**src/lis_pkg.sv**
```systemverilog
// ---------------------------------------------------------------------------
// lis_pkg: shared types for the increasing subsequence unit
// Payload structs of both channels and the token flags that ride the cell row.
// ---------------------------------------------------------------------------
package lis_pkg;

  localparam int unsigned DATA_W = 32;

  typedef struct packed {
    logic signed [DATA_W-1:0] value;
    logic                     last;
  } in_item_t;

  typedef struct packed {
    logic signed [DATA_W-1:0] element;
    logic                     final_res;
  } out_item_t;

  // flags of the token that moves one cell per cycle
  typedef struct packed {
    logic valid;   // carries a stored sequence element
    logic placed;  // a cell has already taken the value as its tail
    logic opened;  // the value opened a new pile
    logic close;   // closes the sequence
  } tok_ctl_t;

endpackage

```
**src/lis_cell.sv**
```systemverilog
// ---------------------------------------------------------------------------
// lis_cell: one pile of the patience row
// Holds the tail of one pile and registers the passing token for the next cell.
// ---------------------------------------------------------------------------
module lis_cell #(
  parameter int unsigned IDX_W    = 6,
  parameter int unsigned CELL_IDX = 0
) (
  input  logic                               clk_i,
  input  logic                               rst_ni,
  input  logic                               clr_i,
  input  lis_pkg::tok_ctl_t                  ctl_i,
  input  logic signed [lis_pkg::DATA_W-1:0]  value_i,
  input  logic        [IDX_W-1:0]            idx_i,
  input  logic        [IDX_W-1:0]            pile_i,
  output lis_pkg::tok_ctl_t                  ctl_o,
  output logic signed [lis_pkg::DATA_W-1:0]  value_o,
  output logic        [IDX_W-1:0]            idx_o,
  output logic        [IDX_W-1:0]            pile_o
);
  import lis_pkg::*;

  logic signed [DATA_W-1:0] tail_q;
  logic                     used_q;
  logic                     take;
  tok_ctl_t                 ctl_q, ctl_d;
  logic signed [DATA_W-1:0] value_q;
  logic        [IDX_W-1:0]  idx_q;
  logic        [IDX_W-1:0]  pile_q;

  // first pile whose tail is at or above the value, or the first empty pile
  assign take = ctl_i.valid && !ctl_i.placed && (!used_q || (tail_q >= value_i));

  always_comb begin
    ctl_d = ctl_i;
    if (take) begin
      ctl_d.placed = 1'b1;
      ctl_d.opened = !used_q;
    end
  end

  always_ff @(posedge clk_i or negedge rst_ni) begin
    if (!rst_ni) begin
      used_q <= 1'b0;
      ctl_q  <= '0;
    end else begin
      ctl_q <= ctl_d;
      if (clr_i) begin
        used_q <= 1'b0;
      end else if (take) begin
        used_q <= 1'b1;
      end
    end
  end

  always_ff @(posedge clk_i) begin
    value_q <= value_i;
    idx_q   <= idx_i;
    pile_q  <= take ? IDX_W'(CELL_IDX) : pile_i;
    if (take) begin
      tail_q <= value_i;
    end
  end

  assign ctl_o   = ctl_q;
  assign value_o = value_q;
  assign idx_o   = idx_q;
  assign pile_o  = pile_q;

endmodule

```
**config.mk**
```make
export PLATFORM = sky130hd
export DESIGN_NAME = lis_cell
export DESIGN_NICKNAME = d
export VERILOG_FILES = /design/src/lis_pkg.sv /design/src/lis_cell.sv
export SDC_FILE = /design/constraint.sdc
export NUM_CORES = 1
export LEC_CHECK = 0
export BUFFER_PORTS_ARGS = -buffer_cell sky130_fd_sc_hd__buf_2
export CAP_MARGIN = 30
export CORE_MARGIN = 2
export CORE_UTILIZATION = 30
export CTS_CLUSTER_DIAMETER = 150
export CTS_CLUSTER_SIZE = 8
export DETAILED_ROUTE_END_ITERATION = 12
export HOLD_SLACK_MARGIN = 0.12
export SLEW_MARGIN = 20
export SYNTH_ARGS = -nofsm -noshare
export SYNTH_HDL_FRONTEND = slang
export SYNTH_SLANG_ARGS = --single-unit
```
**constraint.sdc**
```tcl
create_clock -name clk_i -period 3.2 [get_ports clk_i]
set_input_delay 0.16 -clock clk_i [delete_from_list [all_inputs] [get_ports clk_i]]
set_output_delay 0.16 -clock clk_i [all_outputs]
set_load 0.1 [all_outputs]
```
==> qor_table.md <==
| Step | Quantity | This run |
|---|---|---|
| outcome | Run status | complete, no violations |
| drt | Routed via count | 2213 |
| drt | DR iter-0 viols | 47 |
| logic synthesis | Cells after Synth | 232 |
| clocking | Maximum number of buffers from clock root to sink | 2 |
| grt | Global routing usage summed across all routing layers | 12.0% |
| timing | Number of max-slew violations in the final report | 0 |
| logic synthesis | Warnings, synthesis | 0 |
| worst setup path | Kind of capture point of the worst setup path | flip-flop |
| clocking | Clock latency of the later-clocked register in the worst-skew pair | 350 ps |
| timing | RSZ-0062 raised after global routing | false |
| clocking | Clock transition at the register clock pins on the worst setup and hold paths after CTS | 80 ps |
| floorplanning | Number of top-level design ports | 99 |
| clocking | CTS Root Buffer Type | clkbuf_8 |
| timing | Fraction of the cycle the final worst path needs | 93.3% |
| grt | Vias in the first global route | 2251 |
| timing | Final number of setup-violating endpoints | 0 |
| floorplanning | Core ar. | 9770 µm² |
| worst setup path | Critical R2R Launch | tail_q[27]$_DFFE_PP_ |
| run | Max cap viols | 0 |
| logic synthesis | Number of distinct standard cells referenced by the synthesized netlist | 37 |
| drt | DRC violation count after routing | 0 |
| power and ir drop | Reported leakage power | 2.07 nW |
| worst setup path | Slowest stage cell on the critical path | or4_4 |
| logic synthesis | Library cell occupying the most area in the post-synthesis netlist | edfxtp_1 |
| grt | Total congestion overflow | 0 |
| grt | First-pass GRT wire length | 10300 µm |
| layout | Final net count | 473 |
| drt | Post-DRT Antenna Nets | 0 |
| logic synthesis | Synthesized flop and latch total | 81 |
| drt | Average routed wire per standard cell | 11.9 µm |
| timing | Worst-case setup margin in the final layout | 215 ps |
| placed design | Gpl congestion | 0.744 |
| floorplanning | Row count | 36 |
| power and ir drop | IR Drop Worst-Case VDD | 215 µV |
| hold path | Worst min path class | in2async |
| floorplanning | Initial cell density of the core | 31.0% |
| logic synthesis | Mean Syn Cell Area | 13.1 µm² |
| worst setup path | Type of element launching the critical path | input port |
| grt | Maximum number of pins on one net before global-route repair | 33 |
| timing | Fmax | 0.335 GHz |
| timing | Worst clock skew on the final layout | 8.59 ps |
| layout | Share of post-route cells with drive strength above 1 | 30.4% |
| clocking | Level count of the clock H-tree | 3 |
| worst setup path | Maximum fanout along the worst path | 32 |
| layout | Antenna diodes | 0 |
| worst setup path | Critical setup path kind | in2reg |
| placed design | Detailed Place HPWL | 4360 µm |
| layout | Area overhead of the layout relative to synthesis | 45.7% |
| logic synthesis | Area share of the leading cell type in the synthesized netlist | 31.7% |
| timing | WHS | 138 ps |
| logic synthesis | Synthesized Nets | 315 |
| placed design | Port Buffers | 98 |
| floorplanning | Die Y | 104 µm |
| layout | Leading cell type in the layout, fill and taps excluded | buf_2 |
| timing | Number of hold violations in the final report | 0 |
| logic synthesis | Summed instance area of the synthesized netlist | 3030 µm² |
| floorplanning | Die area | 10900 µm² |
| clocking | Clock net sink count | 81 |
| logic synthesis | Synth area leaders | edfxtp_1 32%, dfxtp_1 29%, ha_1 13% |
| worst setup path | Required time at the worst-slack endpoint | 3250 ps |
| grt | Antenna violations before repair | 0 |
| worst setup path | Data arrival time of the worst path | 3030 ps |
| worst setup path | Launch point of the worst path | value_i[31] |
| drt | Total wire length | 6300 µm |
| timing | Worst rel slew slack | 61.3% |
| worst setup path | Max stage delay on crit path | 540 ps |
| clocking | Post-CTS setup buffer count | 0 |
| worst setup path | Critical-path cell list | dlygate4sd3_1, buf_2, inv_1, ha_1, nand2_1, or4_4, o31ai_4, nor2_1, o21ai_1, and3_1, buf_12 |
| drt | Post-DR vias/cell | 4.19 |
| clocking | CTS tree | built |
| floorplanning | DIE WIDTH | 104 µm |
| timing | Post-Route Setup TNS | 0 ps |
| timing | Final critical delay including setup and external delays | 2990 ps |
| drt | Drt pass-1 iters | 4 |
| layout | Most frequent cells in the layout | 98 x buf_2, 50 x dlygate4sd3_1, 44 x dfxtp_1, 42 x inv_1 |
| clocking | Number of CTS-inserted buffers | 9 |
| timing | Worst Max-Slew Pin Slew | 580 ps |
| power and ir drop | Power density relative to cell area | 558 nW/µm² |
| logic synthesis | Sequential share of the synthesized area | 65.0% |
| placed design | Worst slack at placement | 342 ps |
-- cell type report --
class                           count  area [µm²]
Clock buffer                       13         180
Sequential cell                    81        1970
Fill cell                         937        5360
Tap cell                          133         166
Inverter                           42         158
Timing Repair Buffer              149        1010
Multi-Input combinational cell    107         887
Clock inverter                      3        42.5
-- through the flow --
| stage | cells | utilization, % | total power, W | cell area (µm²) |
|---|---|---|---|---|
| after floorplan | 232 | - | 0.00152 | 3030 |
| after global placement | 462 | 37.7 | 0.00162 | 3690 |
| after detailed placement | 462 | 37.7 | 0.00162 | 3690 |
| after CTS | 528 | 45.1 | 0.00249 | 4410 |
| after global routing | 528 | 45.1 | 0.00258 | 4410 |
| final | 528 | 45.1 | 0.00246 | 4410 |
-- sequential cells by signal (all words and copies together), names as in the netlist --
name / flops
tail_q: 32
pile_o: 6
value_o: 32
ctl_o: 4
used_q: 1
idx_o: 6
-- worst paths after layout --
kind,endpoint,slack [ps],depth (start not counted)
max in group asynchronous,used_q$_DFFE_PN0P_,2930,2
setup reg to reg,tail_q[8]$_DFFE_PP_,320,8
hold / removal,ctl_o[0]$_DFF_PN0_,140,2
hold reg to reg,used_q$_DFFE_PN0P_,610,2
setup / recovery,tail_q[8]$_DFFE_PP_,210,11
min in group clk_i,idx_o[0]$_DFF_P_,440,2
-- Yosys cell counts --
master,instances
a2bb2oi_1,1
a2111oi_0,2
and2b_2,1
a21oi_2,1
dfrtp_1,5
o31ai_1,1
a21o_1,2
buf_6,1
a31oi_1,6
nor3b_1,1
nand3_1,3
o211ai_1,3
nor4b_1,1
nor2b_1,2
and4_1,3
or4_4,1
ha_1,32
o21ai_1,3
mux2i_1,1
and4_4,1
o31a_1,1
buf_2,1
a211o_1,1
dfxtp_1,44
o31ai_4,1
nand4_2,1
nor2_1,6
inv_1,42
and3_1,2
nand2_1,8
o21ai_0,3
a311oi_1,1
or4b_1,1
a311o_1,1
edfxtp_1,32
nand4_1,2
a21oi_1,14
-- what timing repair did --
action                                 4_1_cts  5_1_grt
resized for setup                            0        0
endpoints found under the hold margin       86        0
hold buffers                                50        0
-- metal layers --
metal | vias to the layer above | track usage, % | share of wire (%)
met5 | - | 0 | 0
met4 | 0 | 5.60 | 1.7
met3 | 12 | 3.63 | 5.1
met2 | 67 | 19.7 | 48
met1 | 1004 | 14.3 | 45
li1 | 1130 | - | -
-- worst max-delay path, delay by kind of cell --
family,cells,cell delay (ps)
AO/OA/AOI/OAI,2,560
buffers and inverters,4,930
adder cells (fa/ha/maj),1,390
AND/OR/NAND/NOR,4,990
-- power breakdown --
part	switching [W]	internal, W
Sequential	0.0000136	0.00113
Combinational	0.000363	0.000135
Clock	0.000367	0.000452
Total	0.000743	0.00172
-- cell families after synthesis --
kind of cell / after synthesis / share of synthesized area [%]
buffers and inverters: 44 / 5.74
AOI/OAI and AO/OA: 41 / 9.09
and+or+nand+nor: 33 / 6.65
DFF: 81 / 65.0
adders and majority gates: 32 / 13.2
muxes: 1 / 0.331
Note: power is estimated with default switching activity, not from simulation.
