[config.mk]
export PLATFORM = sky130hd
export DESIGN_NAME = lis_backtrack
export DESIGN_NICKNAME = d
export VERILOG_FILES = /design/src/lis_pkg.sv /design/src/lis_backtrack.sv
export SDC_FILE = /design/constraint.sdc
export NUM_CORES = 2
export LEC_CHECK = 0
export BUFFER_PORTS_ARGS = -buffer_cell sky130_fd_sc_hd__buf_2
export CORE_UTILIZATION = 58
export DETAILED_ROUTE_END_ITERATION = 6
export PLACE_DENSITY = 0.74
export SLEW_MARGIN = 5
export SYNTH_ARGS = -nofsm -noshare
export SYNTH_HDL_FRONTEND = slang
export SYNTH_MEMORY_MAX_BITS = 65536
export SYNTH_SLANG_ARGS = --single-unit
[constraint.sdc]
create_clock -name clk_i -period 15.1 [get_ports clk_i]
set_input_delay 2.265 -clock clk_i [delete_from_list [all_inputs] [get_ports clk_i]]
set_output_delay 2.265 -clock clk_i [all_outputs]
set_load 0.005 [all_outputs]
[src/lis_pkg.sv]
// ---------------------------------------------------------------------------
// lis_pkg: shared types for the increasing subsequence unit
// Payload structs of both channels and the token flags that ride the cell row.
// ---------------------------------------------------------------------------
package lis_pkg;

  localparam int unsigned DATA_W = 32;

  typedef struct packed {
    logic signed [DATA_W-1:0] value;
    logic                     last;
  } in_item_t;

  typedef struct packed {
    logic signed [DATA_W-1:0] element;
    logic                     final_res;
  } out_item_t;

  // flags of the token that moves one cell per cycle
  typedef struct packed {
    logic valid;   // carries a stored sequence element
    logic placed;  // a cell has already taken the value as its tail
    logic opened;  // the value opened a new pile
    logic close;   // closes the sequence
  } tok_ctl_t;

endpackage

[src/lis_backtrack.sv]
// ---------------------------------------------------------------------------
// lis_backtrack: element store, pile walk and result output
// Records tokens leaving the cell row, then rebuilds and emits the subsequence.
// ---------------------------------------------------------------------------
module lis_backtrack #(
  parameter int unsigned MAX_ITEMS = 64,
  parameter int unsigned IDX_W     = 6,
  parameter int unsigned CNT_W     = 7
) (
  input  logic                               clk_i,
  input  logic                               rst_ni,
  input  lis_pkg::tok_ctl_t                  ctl_i,
  input  logic signed [lis_pkg::DATA_W-1:0]  value_i,
  input  logic        [IDX_W-1:0]            idx_i,
  input  logic        [IDX_W-1:0]            pile_i,
  input  logic        [CNT_W-1:0]            item_cnt_i,
  output logic                               done_o,
  output logic                               out_valid_o,
  input  logic                               out_ready_i,
  output lis_pkg::out_item_t                 out_data_o
);
  import lis_pkg::*;

  localparam logic [2:0] S_IDLE      = 3'd0;
  localparam logic [2:0] S_FIND_RD   = 3'd1;
  localparam logic [2:0] S_FIND_CHK  = 3'd2;
  localparam logic [2:0] S_WALK_RD   = 3'd3;
  localparam logic [2:0] S_WALK_CHK  = 3'd4;
  localparam logic [2:0] S_EMIT_RD   = 3'd5;
  localparam logic [2:0] S_EMIT_WAIT = 3'd6;
  localparam logic [2:0] S_DONE      = 3'd7;

  logic signed [DATA_W-1:0] elem_mem [MAX_ITEMS];
  logic        [IDX_W-1:0]  pile_mem [MAX_ITEMS];
  logic signed [DATA_W-1:0] seq_mem  [MAX_ITEMS];

  logic [2:0]               state_q, state_d;
  logic [IDX_W-1:0]         addr_q, addr_d;
  logic [IDX_W-1:0]         k_q, k_d;
  logic [IDX_W-1:0]         emit_q, emit_d;
  logic [CNT_W-1:0]         pile_cnt_q, pile_cnt_d;
  logic signed [DATA_W-1:0] rd_elem_q;
  logic [IDX_W-1:0]         rd_pile_q;
  logic                     out_valid_q, out_valid_d;
  logic signed [DATA_W-1:0] out_elem_q;
  logic                     out_final_q;
  logic                     seq_we;
  logic [IDX_W-1:0]         seq_wa;
  logic [IDX_W-1:0]         top_pile;
  logic                     at_end;
  logic                     emit_load;

  assign top_pile = IDX_W'(pile_cnt_q - CNT_W'(1));
  assign at_end   = (CNT_W'(addr_q) + CNT_W'(1)) >= item_cnt_i;

  always_comb begin
    state_d     = state_q;
    addr_d      = addr_q;
    k_d         = k_q;
    emit_d      = emit_q;
    pile_cnt_d  = pile_cnt_q;
    out_valid_d = out_valid_q;
    seq_we      = 1'b0;
    seq_wa      = k_q;
    emit_load   = 1'b0;
    if (ctl_i.valid && ctl_i.opened) begin
      pile_cnt_d = pile_cnt_q + CNT_W'(1);
    end
    case (state_q)
      S_IDLE: begin
        if (ctl_i.close) begin
          addr_d  = '0;
          state_d = (pile_cnt_d == '0) ? S_DONE : S_FIND_RD;
        end
      end
      S_FIND_RD: state_d = S_FIND_CHK;
      S_FIND_CHK: begin
        // earliest element on the highest pile
        if (rd_pile_q == top_pile || at_end) begin
          seq_we = 1'b1;
          seq_wa = top_pile;
          k_d    = top_pile;
          if (addr_q == '0 || top_pile == '0) begin
            emit_d  = '0;
            state_d = S_EMIT_RD;
          end else begin
            addr_d  = addr_q - IDX_W'(1);
            state_d = S_WALK_RD;
          end
        end else begin
          addr_d  = addr_q + IDX_W'(1);
          state_d = S_FIND_RD;
        end
      end
      S_WALK_RD: state_d = S_WALK_CHK;
      S_WALK_CHK: begin
        // latest earlier element of the next lower pile
        if (rd_pile_q == k_q - IDX_W'(1)) begin
          seq_we = 1'b1;
          seq_wa = k_q - IDX_W'(1);
          k_d    = k_q - IDX_W'(1);
        end
        if (addr_q == '0 || k_d == '0) begin
          emit_d  = '0;
          state_d = S_EMIT_RD;
        end else begin
          addr_d  = addr_q - IDX_W'(1);
          state_d = S_WALK_RD;
        end
      end
      S_EMIT_RD: begin
        emit_load   = 1'b1;
        out_valid_d = 1'b1;
        state_d     = S_EMIT_WAIT;
      end
      S_EMIT_WAIT: begin
        if (out_ready_i) begin
          out_valid_d = 1'b0;
          if (out_final_q) begin
            state_d = S_DONE;
          end else begin
            emit_d  = emit_q + IDX_W'(1);
            state_d = S_EMIT_RD;
          end
        end
      end
      S_DONE: begin
        pile_cnt_d = '0;
        state_d    = S_IDLE;
      end
      default: state_d = S_IDLE;
    endcase
  end

  always_ff @(posedge clk_i or negedge rst_ni) begin
    if (!rst_ni) begin
      state_q     <= S_IDLE;
      pile_cnt_q  <= '0;
      out_valid_q <= 1'b0;
    end else begin
      state_q     <= state_d;
      pile_cnt_q  <= pile_cnt_d;
      out_valid_q <= out_valid_d;
    end
  end

  always_ff @(posedge clk_i) begin
    addr_q <= addr_d;
    k_q    <= k_d;
    emit_q <= emit_d;
  end

  // element and pile store, one write port from the row, one read port
  always_ff @(posedge clk_i) begin
    if (ctl_i.valid) begin
      elem_mem[idx_i] <= value_i;
      pile_mem[idx_i] <= pile_i;
    end
    rd_elem_q <= elem_mem[addr_q];
    rd_pile_q <= pile_mem[addr_q];
  end

  // subsequence buffer, filled newest first and read oldest first
  always_ff @(posedge clk_i) begin
    if (seq_we) begin
      seq_mem[seq_wa] <= rd_elem_q;
    end
    if (emit_load) begin
      out_elem_q  <= seq_mem[emit_q];
      out_final_q <= (emit_q == top_pile);
    end
  end

  assign done_o                = (state_q == S_DONE);
  assign out_valid_o           = out_valid_q;
  assign out_data_o.element    = out_elem_q;
  assign out_data_o.final_res  = out_final_q;

endmodule

==> metrics.txt <==
sw frac=28.0%; worst hold path class=reg2reg; Setup Viol. Count Final=0; Avg WL per Cell=36.0 um; Post-synth EDFFs=4,531; VDD IR max=164 uV; clock buffer count from CTS=439; global-route wire length before repair=597,000 um; Residual DRC=0; drt via density=6.89; FF+latch count, synth=4,580; final core occ=65.2%; Core Area=300,000 um2; CTS sink cnt=4,580; Slew @ Worst Pin=1.32 ns; vias in the first global route=83,057; CTS tree=built; fin worst setup slack=8.36 ns; Vias=80,406; Post-Syn Area=175,000 um2; hold path start=out_valid_o; Worst Setup Slack post-DPL=8.21 ns; Fill cells=18,142; Setup Buffers After CTS=0; CTS Hold Buffers Added=0; async set-or-reset flop fraction in the synthesized netlist=0.240%; FF/Latch Area=137,000 um2; Seq/Total Area, Yosys=78.4%; Max H-tree Level=5; clock power share=31.6%; Root Buffer=clkbuf_16; GRT Util Overall=28.0%; Die H=551 um; clock tree buffer depth=4; r2r setup slk=8.36 ns; fmax=148 MHz; sink of the worst hold path=out_valid_o; area growth from synthesis to layout=11.8%; number of I/O pins=93; hold-critical path depth=2; drt first pass iters=6; initial antenna violation count=32; routed wire length=420,000 um; sequential power share=46.5%; DP Cell Count=10,848; post-CTS sizing=0; worst path required time=15.67 ns; hold slack=0.527 ns; Worst Path Max Fanout=51; Initial Util=58.3%; Main synth FF type=edfxtp_1; maxcap violations=0; synth top area cells=edfxtp_1 78%, mux4_2 18%, clkbuf_1 0.44%; Synth area leader=edfxtp_1; Cell Rows=201; Critical R2R Capture=seq_mem[31][18]; Mean Syn Cell Area=25.0 um2; Netlist cell types=71; Die W=551 um; setup TNS=0 ns; Final #Nets=7,403; Ys Warns=0; max-slew violations=0; area taken by multi-input logic gates=36,900 um2; normalized max-slew margin=12.1%; synth cell count leaders=4,531 x edfxtp_1, 1,434 x mux4_2, 207 x clkbuf_1, 111 x buf_1, 100 x nor2_1; Final Hold Violating Endpoints=0; part of the cycle the worst path needs=44.6%; status=completed; Final Skew=0.0694 ns; Internal=24.7 mW; critical path launch point type=flip-flop; largest net degree at the start of global routing=164; layout cell share with drive strength beyond 1=33.2%; R2R cell count=13; Logic pwr share=21.9%; Clk pin slew, worst setup/hold paths=0.06 ns; Pwr Density=176 nW/um2; Mapped Nets=7,056; Lkg Pwr=59.9 nW; post-synth top area share=77.8%; PortBufs=91; Worst R2R Start=addr_q[1]; initial DRC count=10,484; Worst-Skew Late Latency=0.97 ns; minimum clock period=6.74 ns; RSZ-0062 raised after global routing=false; GRT Residual Overflow=0; Critical Path AT=7.30 ns; gpl congestion=0.789; Cell Count, Final, Fillers Out=11,666; DIE AREA=304,000 um2; Synth Instances=6,984; kind of critical path=reg2reg; Worst setup EP type=flip-flop; hpwl dp=203,000 um; post-route antenna net violation count=0; switching pwr=9.62 mW; cell with the most instances after synthesis=edfxtp_1
-- worst max-delay path, stage by stage, from the launching register on --
cell and delay, ns:
edfxtp_1 0.33, buf_4 0.49, buf_4 0.76, and3_1 0.25
nand3_1 0.09, xnor2_1 0.20, ha_1 0.33, nand4_1 0.14
o21ai_0 0.62, nor2_1 0.41, o32ai_1 0.58, nand2_2 0.48
nor3_2 0.93, buf_4 0.63
-- logic make-up (layout without fill, tap and decap cells) --
logic type               count (synthesis)  in the layout  synth area share [%]
adder cells (fa/ha/maj)                 14             14                 0.100
XOR/XNOR                                44             44                 0.245
multiplexers                          1488           1488                  18.8
AO/OA/AOI/OAI                          135            135                 0.515
AND/OR/NAND/NOR                        323            323                 0.993
buffers and inverters                  400           1114                 0.928
flip-flops                            4580           4580                  78.4
other                                    0             10                     0
-- registers in the layout, summed over array words and instances (netlist names) --
signal / cells
elem_mem: 2048
seq_mem: 2048
pile_mem: 384
out_elem_q: 32
rd_elem_q: 32
pile_cnt_q: 7
addr_q: 6
emit_q: 6
k_q: 6
rd_pile_q: 6
state_q: 3
out_final_q: 1
out_valid_o: 1
-- per-layer routing --
layer  up-vias  GRT usage [%]  part of all wire (%)
met5         -              0                 0.033
met4        20           10.3                   3.8
met3       906           4.59                   9.4
met2      5135           47.3                    51
met1     43227           37.1                    36
li1      31118              -                     -
-- cell type report --
type / instances / area share, %
flip-flops and latches: 4580 / 70.2
diodes: 10 / 0.0128
clock buffers: 540 / 5.90
inverters: 17 / 0.0327
clock inverters: 268 / 1.36
well taps: 3958 / 2.53
repair buffers: 289 / 1.08
multi-input cells: 2004 / 18.9
-- cells in the final DEF (no fill, tap or decap), types with 8 or more instances in the layout --
master      Yosys  final
ha_1           14     14
nor2_1        100     37
xnor2_1        23     23
nand3_1        21     21
xor2_1         17     17
o22ai_1        14     14
clkbuf_16       0    445
nand2_1        37     37
clkinvlp_4      0     18
dfrtp_1        11     11
clkbuf_1      207     91
clkinv_2        0     92
dfxtp_2         0     32
buf_2          57     91
nand2b_1        9      9
nor3_4          1     20
buf_4           3    185
or2_2          11     11
bufinv_16       0     42
mux4_2       1434   1434
mux2_2          8      8
nor3_2         20     48
edfxtp_1     4531   4531
nor3_1         59     12
inv_6           0      9
o21ai_0        23     23
a211oi_1       15     15
nor2_4          0     63
clkinv_1        0     88
inv_1          17     17
mux2i_1        46     46
buf_12          0     13
diode_2         0     10
nor2b_1        15     15
a21oi_1        43     43
-- through the flow --
stage	power, mW	instance area (um2)
finish	34.4	195000
global route	35.3	195000
global placement	23.4	181000
CTS	34.5	195000
floorplan	21.0	175000
detailed placement	23.6	181000
-- worst max-delay path by stage --
stage / startpoint / to / slack [ns] / cells past startpoint
floorplan: item_cnt_i[0] / seq_mem[0][0] / 8.31 / 9
global placement: item_cnt_i[0] / seq_mem[31][19] / 8.28 / 11
detailed placement: item_cnt_i[0] / seq_mem[31][19] / 8.21 / 11
CTS: addr_q[0] / seq_mem[31][18] / 8.39 / 13
global route: addr_q[0] / seq_mem[31][18] / 8.00 / 13
finish: addr_q[1] / seq_mem[31][18] / 8.36 / 13
-- power groups by stage --
| stage | clock network, mW | registers, mW | logic (mW) |
|---|---|---|---|
| 5_1_grt | 11.4 | 16.0 | 7.90 |
| 2_1_floorplan | 0 | 15.8 | 5.22 |
| 4_1_cts | 11.0 | 15.9 | 7.56 |
| 3_5_place_dp | 0 | 16.2 | 7.44 |
| 3_3_place_gp | 0 | 16.1 | 7.34 |
| 6_report | 10.9 | 16.0 | 7.53 |
No activity file was read; power rests on OpenSTA's default activity.
